--- config.mk ---
export PLATFORM = sky130hd
export DESIGN_NAME = stuffed_frame_command_receiver_flat
export DESIGN_NICKNAME = d
export VERILOG_FILES = /design/src/hw/rtl/sfcr_pkg.sv /design/src/hw/rtl/sfcr_if.sv /design/src/hw/rtl/sfcr_queue.sv /design/src/hw/rtl/sfcr_front.sv /design/src/hw/rtl/sfcr_back.sv /design/src/hw/rtl/stuffed_frame_command_receiver.sv /design/src/flat_wrapper.sv
export SDC_FILE = /design/constraint.sdc
export NUM_CORES = 1
export LEC_CHECK = 0
export ABC_AREA = 1
export BUFFER_PORTS_ARGS = -buffer_cell sky130_fd_sc_hd__buf_2
export CAP_MARGIN = 20
export CORE_MARGIN = 3
export CORE_UTILIZATION = 49
export CTS_BUF_LIST = sky130_fd_sc_hd__clkbuf_8
export CTS_CLUSTER_DIAMETER = 100
export DETAILED_ROUTE_END_ITERATION = 12
export MAX_ROUTING_LAYER = met4
export PLACE_DENSITY = 0.73
export SKIP_LAST_GASP = 1
export SLEW_MARGIN = 20
export SYNTH_ARGS = -nofsm -noshare
export SYNTH_HDL_FRONTEND = slang
export SYNTH_SLANG_ARGS = --single-unit
--- constraint.sdc ---
create_clock -name clk -period 9.3 [get_ports clk]
set_clock_uncertainty 0.1 [all_clocks]
set_input_delay 1.86 -clock clk [delete_from_list [all_inputs] [get_ports clk]]
set_output_delay 1.86 -clock clk [all_outputs]
set_load 0.005 [all_outputs]
--- src/hw/rtl/sfcr_pkg.sv ---
// ----------------------------------------------------------------------------
// sfcr_pkg
// Shared types and byte codes of the stuffed frame command receiver.
// ----------------------------------------------------------------------------
package sfcr_pkg;

    // framing bytes
    localparam logic [7:0] BYTE_SOF   = 8'h01;
    localparam logic [7:0] BYTE_ESC   = 8'h10;
    localparam logic [7:0] BYTE_EOF   = 8'h04;
    localparam logic [7:0] ESC_OFFSET = 8'h20;

    // message types
    localparam logic [7:0] MSG_WRITE = 8'h00;
    localparam logic [7:0] MSG_READ  = 8'h01;

    // command codes
    localparam logic [15:0] CMD_INFO     = 16'h0000;
    localparam logic [15:0] CMD_MASK_SET = 16'h0004;
    localparam logic [15:0] CMD_MASK_OR  = 16'h0005;
    localparam logic [15:0] CMD_MASK_CLR = 16'h0006;
    localparam logic [15:0] CMD_BUZZER   = 16'h0010;

    // header bytes kept after the start byte, and the smallest legal frame
    localparam int HDR_BYTES = 7;
    localparam int MIN_LEN   = 7;
    localparam int LEN_ADJ   = 4;

    typedef enum logic [1:0] {
        ST_OK       = 2'd0,
        ST_SHORT    = 2'd1,
        ST_LEN_ERR  = 2'd2,
        ST_OVERFLOW = 2'd3
    } sfcr_status_t;

    typedef enum logic [2:0] {
        OP_NONE,
        OP_MASK_SET,
        OP_MASK_OR,
        OP_MASK_CLR,
        OP_BUZZER
    } sfcr_op_t;

    // one classified frame, handed from the front to the back
    typedef struct packed {
        sfcr_status_t status;
        logic [7:0]   msg_type;
        logic [15:0]  command;
        logic [10:0]  data_count;
        sfcr_op_t     op;
        logic [15:0]  word;
        logic         info;
    } sfcr_frame_t;

endpackage

--- src/hw/rtl/sfcr_if.sv ---
// ----------------------------------------------------------------------------
// sfcr interfaces
// Valid/ready channels for received bytes and frame status results.
// ----------------------------------------------------------------------------
interface sfcr_rx_if;
    logic       valid;
    logic       ready;
    logic [7:0] rx_byte;

    modport source (output valid, output rx_byte, input ready);
    modport sink   (input valid, input rx_byte, output ready);
endinterface

interface sfcr_status_if;
    logic        valid;
    logic        ready;
    logic [1:0]  frame_status;
    logic [7:0]  msg_type;
    logic [15:0] command;
    logic [10:0] data_count;
    logic [15:0] debug_mask;
    logic [7:0]  buzzer_setting;
    logic        info_requested;

    modport source (
        output valid, output frame_status, output msg_type, output command,
        output data_count, output debug_mask, output buzzer_setting,
        output info_requested, input ready
    );
    modport sink (
        input valid, input frame_status, input msg_type, input command,
        input data_count, input debug_mask, input buzzer_setting,
        input info_requested, output ready
    );
endinterface

--- src/hw/rtl/sfcr_queue.sv ---
// ----------------------------------------------------------------------------
// sfcr_queue
// Two-entry queue of classified frames between the front and the back.
// ----------------------------------------------------------------------------
module sfcr_queue
    import sfcr_pkg::*;
(
    input  logic        clk,
    input  logic        rst_n,
    input  logic        push,
    input  sfcr_frame_t push_data,
    output logic        full,
    input  logic        pop,
    output logic        not_empty,
    output sfcr_frame_t pop_data
);

    sfcr_frame_t mem_reg [2];
    logic        wr_ptr_reg, wr_ptr_next;
    logic        rd_ptr_reg, rd_ptr_next;
    logic [1:0]  cnt_reg, cnt_next;
    logic        do_push, do_pop;

    assign full      = (cnt_reg == 2'd2);
    assign not_empty = (cnt_reg != 2'd0);
    assign pop_data  = mem_reg[rd_ptr_reg];
    assign do_push   = push && !full;
    assign do_pop    = pop && not_empty;

    always_comb
    begin
        wr_ptr_next = wr_ptr_reg ^ do_push;
        rd_ptr_next = rd_ptr_reg ^ do_pop;
        cnt_next    = cnt_reg + 2'(do_push) - 2'(do_pop);
    end

    always_ff @(posedge clk or negedge rst_n)
    begin
        if (!rst_n)
        begin
            wr_ptr_reg <= 1'b0;
            rd_ptr_reg <= 1'b0;
            cnt_reg    <= 2'd0;
        end
        else
        begin
            wr_ptr_reg <= wr_ptr_next;
            rd_ptr_reg <= rd_ptr_next;
            cnt_reg    <= cnt_next;
        end
    end

    always_ff @(posedge clk)
    begin
        if (do_push)
        begin
            mem_reg[wr_ptr_reg] <= push_data;
        end
    end

endmodule

--- src/hw/rtl/sfcr_front.sv ---
// ----------------------------------------------------------------------------
// sfcr_front
// Byte deframer: hunts the start byte, removes escapes, captures the header
// and classifies the frame when the end byte arrives.
// ----------------------------------------------------------------------------
module sfcr_front
    import sfcr_pkg::*;
#(
    parameter int MAX_FRAME = 1024
)
(
    input  logic        clk,
    input  logic        rst_n,
    sfcr_rx_if.sink     rx,
    input  logic        full,
    output logic        push,
    output sfcr_frame_t frame
);

    localparam int CW = $clog2(MAX_FRAME + 1);
    localparam logic [CW-1:0] MAX_C = CW'(MAX_FRAME);

    typedef enum logic [1:0] {
        M_IDLE,
        M_RECV,
        M_UNSTUFF
    } mode_t;

    mode_t         mode_reg, mode_next;
    logic [CW-1:0] count_reg, count_next;
    logic          ovf_reg, ovf_next;
    logic [7:0]    hdr_reg [HDR_BYTES];

    logic          accept;
    logic          store_en;
    logic [7:0]    store_val;
    logic          at_max;
    logic          hdr_wr;
    logic [2:0]    hdr_idx;
    logic [16:0]   len;
    logic [15:0]   field;

    assign rx.ready = !full;
    assign accept   = rx.valid && rx.ready;
    assign at_max   = (count_reg >= MAX_C);
    assign hdr_wr   = store_en && !at_max && (count_reg >= CW'(1))
                      && (count_reg <= CW'(HDR_BYTES));
    assign hdr_idx  = 3'(count_reg - CW'(1));

    always_comb
    begin
        mode_next  = mode_reg;
        count_next = count_reg;
        ovf_next   = ovf_reg;
        store_en   = 1'b0;
        store_val  = rx.rx_byte;
        push       = 1'b0;
        if (accept)
        begin
            unique case (mode_reg)
                M_UNSTUFF:
                begin
                    store_en  = 1'b1;
                    store_val = rx.rx_byte - ESC_OFFSET;
                    mode_next = M_RECV;
                end
                M_RECV:
                begin
                    if (rx.rx_byte == BYTE_SOF)
                    begin
                        mode_next  = M_RECV;
                        count_next = CW'(1);
                        ovf_next   = 1'b0;
                    end
                    else if (rx.rx_byte == BYTE_ESC)
                    begin
                        mode_next = M_UNSTUFF;
                    end
                    else if (rx.rx_byte == BYTE_EOF)
                    begin
                        store_en  = 1'b1;
                        push      = 1'b1;
                        mode_next = M_IDLE;
                    end
                    else
                    begin
                        store_en = 1'b1;
                    end
                end
                M_IDLE:
                begin
                    if (rx.rx_byte == BYTE_SOF)
                    begin
                        mode_next  = M_RECV;
                        count_next = CW'(1);
                        ovf_next   = 1'b0;
                    end
                end
                default:
                begin
                    mode_next = M_IDLE;
                end
            endcase
            if (store_en)
            begin
                if (at_max)
                begin
                    ovf_next = 1'b1;
                end
                else
                begin
                    count_next = count_reg + CW'(1);
                end
            end
        end
    end

    // classification of the frame closed by the end byte
    assign len   = 17'(count_reg) + 17'd1;
    assign field = {hdr_reg[0], hdr_reg[1]};

    always_comb
    begin
        frame            = '0;
        frame.status     = ST_OK;
        frame.op         = OP_NONE;
        if (ovf_reg || at_max)
        begin
            frame.status = ST_OVERFLOW;
        end
        else if (len < 17'(MIN_LEN))
        begin
            frame.status = ST_SHORT;
        end
        else
        begin
            frame.msg_type = hdr_reg[2];
            frame.command  = {hdr_reg[3], hdr_reg[4]};
            if (17'(field) != len - 17'(LEN_ADJ))
            begin
                frame.status = ST_LEN_ERR;
            end
            else
            begin
                frame.data_count = 11'(len - 17'(MIN_LEN));
                frame.word       = {hdr_reg[5], hdr_reg[6]};
                if (hdr_reg[2] == MSG_WRITE)
                begin
                    if (frame.command == CMD_MASK_SET && len >= 17'(MIN_LEN + 2))
                    begin
                        frame.op = OP_MASK_SET;
                    end
                    else if (frame.command == CMD_MASK_OR && len >= 17'(MIN_LEN + 2))
                    begin
                        frame.op = OP_MASK_OR;
                    end
                    else if (frame.command == CMD_MASK_CLR && len >= 17'(MIN_LEN + 2))
                    begin
                        frame.op = OP_MASK_CLR;
                    end
                    else if (frame.command == CMD_BUZZER && len >= 17'(MIN_LEN + 1))
                    begin
                        frame.op = OP_BUZZER;
                    end
                end
                else if (hdr_reg[2] == MSG_READ && frame.command == CMD_INFO)
                begin
                    frame.info = 1'b1;
                end
            end
        end
    end

    always_ff @(posedge clk or negedge rst_n)
    begin
        if (!rst_n)
        begin
            mode_reg  <= M_IDLE;
            count_reg <= '0;
            ovf_reg   <= 1'b0;
        end
        else
        begin
            mode_reg  <= mode_next;
            count_reg <= count_next;
            ovf_reg   <= ovf_next;
        end
    end

    always_ff @(posedge clk)
    begin
        if (hdr_wr)
        begin
            hdr_reg[hdr_idx] <= store_val;
        end
    end

endmodule

--- src/hw/rtl/sfcr_back.sv ---
// ----------------------------------------------------------------------------
// sfcr_back
// Applies write commands to the debug mask and buzzer byte and holds the
// status result until it is taken.
// ----------------------------------------------------------------------------
module sfcr_back
    import sfcr_pkg::*;
(
    input  logic          clk,
    input  logic          rst_n,
    input  logic          q_valid,
    input  sfcr_frame_t   q_data,
    output logic          pop,
    sfcr_status_if.source stat
);

    logic        out_valid_reg, out_valid_next;
    logic [15:0] mask_reg, mask_next;
    logic [7:0]  buzz_reg, buzz_next;

    logic [1:0]  status_reg;
    logic [7:0]  type_reg;
    logic [15:0] cmd_reg;
    logic [10:0] dcount_reg;
    logic [15:0] mask_out_reg;
    logic [7:0]  buzz_out_reg;
    logic        info_reg;

    assign pop = q_valid && (!out_valid_reg || stat.ready);

    always_comb
    begin
        mask_next      = mask_reg;
        buzz_next      = buzz_reg;
        out_valid_next = out_valid_reg && !stat.ready;
        if (pop)
        begin
            out_valid_next = 1'b1;
            unique case (q_data.op)
                OP_MASK_SET: mask_next = q_data.word;
                OP_MASK_OR:  mask_next = mask_reg | q_data.word;
                OP_MASK_CLR: mask_next = mask_reg & ~q_data.word;
                OP_BUZZER:   buzz_next = q_data.word[15:8];
                default:     ;
            endcase
        end
    end

    always_ff @(posedge clk or negedge rst_n)
    begin
        if (!rst_n)
        begin
            out_valid_reg <= 1'b0;
            mask_reg      <= '0;
            buzz_reg      <= '0;
        end
        else
        begin
            out_valid_reg <= out_valid_next;
            mask_reg      <= mask_next;
            buzz_reg      <= buzz_next;
        end
    end

    always_ff @(posedge clk)
    begin
        if (pop)
        begin
            status_reg   <= q_data.status;
            type_reg     <= q_data.msg_type;
            cmd_reg      <= q_data.command;
            dcount_reg   <= q_data.data_count;
            mask_out_reg <= mask_next;
            buzz_out_reg <= buzz_next;
            info_reg     <= q_data.info;
        end
    end

    assign stat.valid          = out_valid_reg;
    assign stat.frame_status   = status_reg;
    assign stat.msg_type       = type_reg;
    assign stat.command        = cmd_reg;
    assign stat.data_count     = dcount_reg;
    assign stat.debug_mask     = mask_out_reg;
    assign stat.buzzer_setting = buzz_out_reg;
    assign stat.info_requested = info_reg;

endmodule

--- src/hw/rtl/stuffed_frame_command_receiver.sv ---
// ----------------------------------------------------------------------------
// stuffed_frame_command_receiver
// The end byte pushes the frame into the queue; the status transaction is registered when the back pops it.
// Throughput: one byte per cycle; rx.ready drops only when the 2-entry frame
// queue is full because status transactions are not being taken.
// Reset: deframer idle, queue empty, debug mask and buzzer byte cleared.
// ----------------------------------------------------------------------------
module stuffed_frame_command_receiver
    import sfcr_pkg::*;
#(
    parameter int MAX_FRAME = 1024
)
(
    input  logic          clk,
    input  logic          rst_n,
    sfcr_rx_if.sink       rx,
    sfcr_status_if.source stat
);

    logic        push;
    logic        full;
    logic        pop;
    logic        q_valid;
    sfcr_frame_t push_data;
    sfcr_frame_t q_data;

    sfcr_front #(
        .MAX_FRAME (MAX_FRAME)
    ) u_front (
        .clk   (clk),
        .rst_n (rst_n),
        .rx    (rx),
        .full  (full),
        .push  (push),
        .frame (push_data)
    );

    sfcr_queue u_queue (
        .clk       (clk),
        .rst_n     (rst_n),
        .push      (push),
        .push_data (push_data),
        .full      (full),
        .pop       (pop),
        .not_empty (q_valid),
        .pop_data  (q_data)
    );

    sfcr_back u_back (
        .clk     (clk),
        .rst_n   (rst_n),
        .q_valid (q_valid),
        .q_data  (q_data),
        .pop     (pop),
        .stat    (stat)
    );

endmodule

--- src/flat_wrapper.sv ---
// flat-port wrapper written by rule: the top's interface ports become plain ports
module stuffed_frame_command_receiver_flat import sfcr_pkg::*;
#(
    parameter int MAX_FRAME = 1024
)
  (clk, rst_n, rx_valid, rx_rx_byte, rx_ready, stat_valid, stat_frame_status, stat_msg_type, stat_command, stat_data_count, stat_debug_mask, stat_buzzer_setting, stat_info_requested, stat_ready);
  sfcr_rx_if rx_i ();
  sfcr_status_if stat_i ();
  input  logic clk;
  input  logic rst_n;
  input wire logic [$bits(rx_i.valid)-1:0] rx_valid;
  input wire logic [$bits(rx_i.rx_byte)-1:0] rx_rx_byte;
  output wire logic [$bits(rx_i.ready)-1:0] rx_ready;
  output wire logic [$bits(stat_i.valid)-1:0] stat_valid;
  output wire logic [$bits(stat_i.frame_status)-1:0] stat_frame_status;
  output wire logic [$bits(stat_i.msg_type)-1:0] stat_msg_type;
  output wire logic [$bits(stat_i.command)-1:0] stat_command;
  output wire logic [$bits(stat_i.data_count)-1:0] stat_data_count;
  output wire logic [$bits(stat_i.debug_mask)-1:0] stat_debug_mask;
  output wire logic [$bits(stat_i.buzzer_setting)-1:0] stat_buzzer_setting;
  output wire logic [$bits(stat_i.info_requested)-1:0] stat_info_requested;
  input wire logic [$bits(stat_i.ready)-1:0] stat_ready;
  assign rx_i.valid = rx_valid;
  assign rx_i.rx_byte = rx_rx_byte;
  assign rx_ready = rx_i.ready;
  assign stat_valid = stat_i.valid;
  assign stat_frame_status = stat_i.frame_status;
  assign stat_msg_type = stat_i.msg_type;
  assign stat_command = stat_i.command;
  assign stat_data_count = stat_i.data_count;
  assign stat_debug_mask = stat_i.debug_mask;
  assign stat_buzzer_setting = stat_i.buzzer_setting;
  assign stat_info_requested = stat_i.info_requested;
  assign stat_i.ready = stat_ready;
  stuffed_frame_command_receiver #(.MAX_FRAME(MAX_FRAME)) u_core (.clk(clk), .rst_n(rst_n), .rx(rx_i), .stat(stat_i));
endmodule
Word level (Yosys, flattened, before mapping)
Memories as Yosys holds them, arrays and structs flattened.
Index checks and enable logic that the tools add are counted.
Word-level totals
  memories kept: 2
  memory bits (writable): 170
  flip-flop bits (word level): 105
  input port bits: 12
Memory list
  u_core.u_queue.mem_reg: depth 2, width 57, rd ports 1, clocked after memory_dff 0, wr ports 1, line sfcr_queue.sv:18  | sfcr_frame_t mem_reg [2];
  u_core.u_front.hdr_reg: depth 7, width 8, rd ports 7, clocked after memory_dff 0, wr ports 1, line sfcr_front.sv:32  | logic [7:0] hdr_reg [HDR_BYTES];
Operators by class
  magnitude comparators: 6
  reductions and logical operators: 25
  bitwise operators: 5
  multiplexer cells: 47
  add/sub/neg operators: 8
  eq/ne operators: 18
Operators with widths (count)
  $mux W55: 2
  $eq A16 B3 Y1 const B: 3
  $pmux W16 S3: 1
  $mux W11: 4
  $mux W8: 4
  $mux W31: 1
  $ge A12 B4 Y1 const B: 2
  $mux W1: 20
  $ne A16 B17 Y1: 1
  $and A16 B16 Y16: 1
  $eq A16 B5 Y1 const B: 1
  $eq A8 B1 Y1 const B: 2
  $logic_not A16 Y1: 1
  $mux W16: 1
  $not A16 Y16: 1
  $or A16 B16 Y16: 1
  $mux W3: 5
  $mux W2: 7
  $logic_and A1 B1 Y1: 13
  $sub A12 B3 Y13 const B: 1
  $add A11 B1 Y12 const B: 1
  $lt A12 B3 Y1 const B: 1
  $add A11 B1 Y11 const B: 1
  $ge A11 B1 Y1 const B: 1
  other kinds (26): 33

Longest topological paths before layout
  depth in word-level cells: 11
  gate-level depth with buffers: 16
  depth with buffers taken out: 16

Hierarchy
A second synthesis with hierarchy kept.
Unflattened totals
  cell total of the unflattened synthesis: 1076
  area, all modules: 12019.0 sq um
Modules (own cells, without submodules)
  sfcr_front: cells each 530, instances 1, area an instance 4409.2 sq um, seq. area each 2031.9 sq um
  sfcr_queue: cells each 329, instances 1, area an instance 4400.5 sq um, seq. area each 3523.4 sq um
  sfcr_back: cells each 217, instances 1, area an instance 3209.3 sq um, seq. area each 2487.4 sq um

Worst setup path before layout
Ideal clock, no wire load.
  kind: input -> register
  start: input stat_ready
  end: register u_core.u_back.mask_out_reg[12], in the netlist u_core.u_back.stat.debug_mask[12] (data pin)
  stages on the path: 8
  library setup time: 0.274 ns
  arrival time: 4.313 ns
  slack: 4.613 ns
  buffers on the path: 1
  required time: 8.926 ns
  cell sequence: inv_1 -> nand2_1 -> o21ai_0 -> inv_1 -> nand3_1 -> clkbuf_1 -> o211ai_1 -> o21ai_0
On the way
  longest elaborated chain between the ends: 3
Ends and longest elaborated chain
  start: declaration: line flat_wrapper.sv:22  | input wire logic [$bits(stat_i.ready)-1:0] stat_ready;
  $logic_or A1 B1 Y1: line sfcr_back.sv:29  | assign pop = q_valid && (!out_valid_reg || stat.ready);
  $logic_and A1 B1 Y1: line sfcr_back.sv:29
  via u_core.pop: line stuffed_frame_command_receiver.sv:22  | logic pop;
  $mux W16: line sfcr_back.sv:36  | if (pop)
  via u_core.u_back.mask_next[12]: line sfcr_back.sv:18  | logic [15:0] mask_reg, mask_next;
  end signal: assignment: line sfcr_back.sv:73  | mask_out_reg <= mask_next;
  end: declaration: line sfcr_back.sv:25  | logic [15:0] mask_out_reg;
The timed path passes the listed nets, and every way through them passes these cells.
A chain may end at the register's enable or synchronous reset.

Worst setup path in the final report
  start: input stat_ready
  end: register u_core.u_back.mask_out_reg[9], in the netlist u_core.u_back.stat.debug_mask[9] (data pin)
Same word-level chain as after synthesis.

==> results.sh <==
export IMPL_grt_pass1_vias=7058
export IMPL_yosys_cell_types_count=36
export IMPL_crit_reg2reg_launch="u_core.u_front.count_reg[0]"
export IMPL_cts_root_buffer="clkbuf_8"
export IMPL_fmaxAchievable_ghz=0.218
export IMPL_cts_tree="built"
export IMPL_grt_setup_unrepaired="no"
export IMPL_grt_pass1_wl_um=36000
export IMPL_crit_path_max_fanout=36
export IMPL_p_per_area_nw_per_um2=286
export IMPL_p_int_mw=2.45
export IMPL_fill_cells=1817
export IMPL_avgSynthCellArea_sq_um=11.9
export IMPL_cellLeakagePower_nw=5.42
export IMPL_maxSlewHeadroom=0.316
export IMPL_start_util=0.503
export IMPL_rrSetupSlack_ns=5.39
export IMPL_grt_usage=0.183
export IMPL_timing_hold_ws_ns=0.390
export IMPL_routed_via_density=5.04
export IMPL_cts_buffers=44
export IMPL_netSwitchingPower_mw=1.27
export IMPL_dpl_hpwl_um=14700
export IMPL_die_x_um=159
export IMPL_layout_drive_gt1_share=0.174
export IMPL_cpLargestDelayFamily="buffers and inverters"
export IMPL_largest_reg_flops=114
export IMPL_arrival_ns=4.77
export IMPL_worst_pin_slew_ns=1.02
export IMPL_finalSetupTns_ns=0
export IMPL_slowest_delay_ns=0.65
export IMPL_min_period_ns=4.59
export IMPL_yosysWarnings=0
export IMPL_multi_input_area_sq_um=2870
export IMPL_cts_sinks=275
export IMPL_pin_count=76
export IMPL_antenna_left=0
export IMPL_syn_nets=999
export IMPL_synth_common_cells="nand2_1 (235), edfxtp_1 (232), inv_1 (119), nor2_1 (70), dfrtp_1 (43)"
export IMPL_area_delta_synth_final_pct=13.7
export IMPL_crit_chain="buf_2 -> inv_1 -> nand2_1 -> o21ai_0 -> inv_2 -> buf_4 -> nand3_1 -> or2_2 -> nand3_1 -> o21ai_0"
export IMPL_nNetsFinal=1106
export IMPL_worstPathRequired_ns=9.47
export IMPL_place_congestion=0.889
export IMPL_min_path_type="reg2reg"
export IMPL_start_kind="primary input"
export IMPL_setup_violations_final=0
export IMPL_synthTopCellsByArea="edfxtp_1 (61%), dfrtp_1 (9.4%), nand2_1 (7.7%)"
export IMPL_synthArstFlopShare=0.156
export IMPL_synthesis_area_sq_um=11500
export IMPL_yosysTopAreaCell="edfxtp_1"
export IMPL_firstDrtPassIters=5
export IMPL_coreArea_sq_um=22800
export IMPL_cts_max_path_buffers=3
export IMPL_holdPathEnd="u_core.u_front.ovf_reg"
export IMPL_drc_errors=0
export IMPL_drt_total_wl_um=22500
export IMPL_wl_per_cell_um=15.8
export IMPL_grt_max_degree=59
export IMPL_cts_resized=0
export IMPL_rr_endpoint="u_core.u_queue.mem_reg[1][3]"
export IMPL_synth_edf_count=232
export IMPL_holdPathStages=2
export IMPL_slowest_stage="inv_2"
export IMPL_num_vias=7164
export IMPL_fin_util=0.572
export IMPL_cts_setup_buffers=0
export IMPL_yosysMostFrequentCell="nand2_1"
export IMPL_hp_start="u_core.u_front.ovf_reg"
export IMPL_clock_latency_ns=0.54
export IMPL_drtIter0Drc=606
export IMPL_ys_seq_elements=275
export IMPL_port_buffers=75
export IMPL_power_switching_share=0.340
export IMPL_drv_cap=0
export IMPL_crit_buf_inv=4
export IMPL_reg2reg_depth=13
export IMPL_seq_area_sq_um=8040
export IMPL_cts_hold_buf=0
export IMPL_cts_clk_slew_worst_paths_ns=0.06
export IMPL_synthFlopType="edfxtp_1"
export IMPL_rows=55
export IMPL_worstSetupPathType="in2reg"
export IMPL_worst_setup_path_end_kind="flip-flop"
export IMPL_power_frac_seq=0.458
export IMPL_grt_overflow=0
export IMPL_drv_slew=0
export IMPL_htree_num_levels=2
export IMPL_finalHoldViolCount=0
export IMPL_outcome="finished, final reports clean"
export IMPL_antenna_found_initial=1
export IMPL_cp_depth=10
export IMPL_syn_inst=965
export IMPL_die_height_um=159
export IMPL_dieArea_sq_um=25300
export IMPL_finalCritPeriodShare=0.494
export IMPL_synth_top_area_frac=0.608
export IMPL_yosysSeqAreaShare=0.702
export IMPL_power_share_clock=0.258
export IMPL_ir_drop_uv=148
export IMPL_p_comb_frac=0.284
## worst max path at each step
stage | start | end
3_5_place_dp | stat_ready | u_core.u_back.stat.debug_mask[9]
2_1_floorplan | stat_ready | u_core.u_back.stat.debug_mask[12]
5_1_grt | stat_ready | u_core.u_back.stat.debug_mask[13]
4_1_cts | stat_ready | u_core.u_back.stat.debug_mask[9]
6_report | stat_ready | u_core.u_back.stat.debug_mask[9]
3_3_place_gp | stat_ready | u_core.u_back.stat.debug_mask[9]
## routing by layer
metal  vias to the layer above  track usage  part of all wire
met4                         0       0.0613             0.020
met1                      3403        0.242              0.43
li1                       3476            -                 -
met2                       243        0.292              0.48
met3                        42       0.0315             0.069
met5                         -            -                 0
## layout make-up
class / instances / share of cell area
clock inverter: 33 / 0.0139
sequential: 275 / 0.617
timing repair buffer: 81 / 0.0323
multi-input combinational: 549 / 0.221
tap: 313 / 0.0301
inverter: 121 / 0.0349
antenna: 1 / 0.000192
clock buffer: 48 / 0.0507
## cell usage in the layout, fill, tap and decap left out, types with 2 or more instances in the layout
cell type   Yosys  layout
xor2_1         16      16
mux2i_1        16      16
o211ai_1        4       4
nor2_1         70      70
o22ai_1        18      18
buf_4           1       6
edfxtp_1      232     232
clkbuf_8        0      48
clkinv_1        0       6
o21ai_0        24      24
nor2_4          5       5
nor4_1          4       4
or2_2           5       5
ha_2            0       2
dfrtp_1        43      42
clkinv_2        0       3
nor3_1         11      11
nor2_2         27      27
nand3_1        42      42
clkinvlp_4      0       4
nand4_1        16      16
nand3_2         2       2
nand2_1       235     235
buf_2           2      75
inv_2           2       3
a21oi_1        12      12
xnor2_1         4       4
nand2_2         8       8
inv_1         119     136
ha_1           22      20
## cell families after synthesis
logic type	Yosys count	share of synthesized area
and+or+nand+nor	429	0.166
DFF	275	0.702
buffers and inverters	141	0.0480
AOI/OAI and AO/OA	62	0.0308
adders and majority gates	22	0.0240
xor gates and xnor gates	20	0.0153
muxes	16	0.0140
## power groups by stage
stage	Sequential, mW	Combinational [mW]	Clock (mW)
after floorplan	1.73	0.705	0
after global placement	1.73	1.03	0
after detailed placement	1.73	1.05	0
after CTS	1.71	1.06	0.984
after global routing	1.73	1.19	1.04
final	1.71	1.06	0.959
## worst reg2reg max path: stages, from the launching register on
cell and delay, ns:
dfrtp_1 0.65, ha_1 0.27, nand2_1 0.13, nand2_1 0.28, inv_1 0.13, ha_1 0.21, a21oi_2 0.20, nand2_1 0.11
nor2_1 0.16, nand2_1 0.14, nand2_2 0.45, inv_1 0.18, nand4_4 0.48, nor2_1 0.14
## metrics by stage
| step | instance area [sq um] | power (mW) | cells | worst slack [ns] |
|---|---|---|---|---|
| 4_1_cts | 13000 | 3.75 | 1420 | 4.66 |
| 6_report | 13000 | 3.72 | 1421 | 4.71 |
| 3_3_place_gp | 12200 | 2.76 | 1339 | 4.14 |
| 3_5_place_dp | 12200 | 2.78 | 1339 | 4.09 |
| 5_1_grt | 13000 | 3.96 | 1421 | 4.38 |
| 2_1_floorplan | 11500 | 2.44 | 965 | 4.61 |
(Power assumes the default switching activity.)
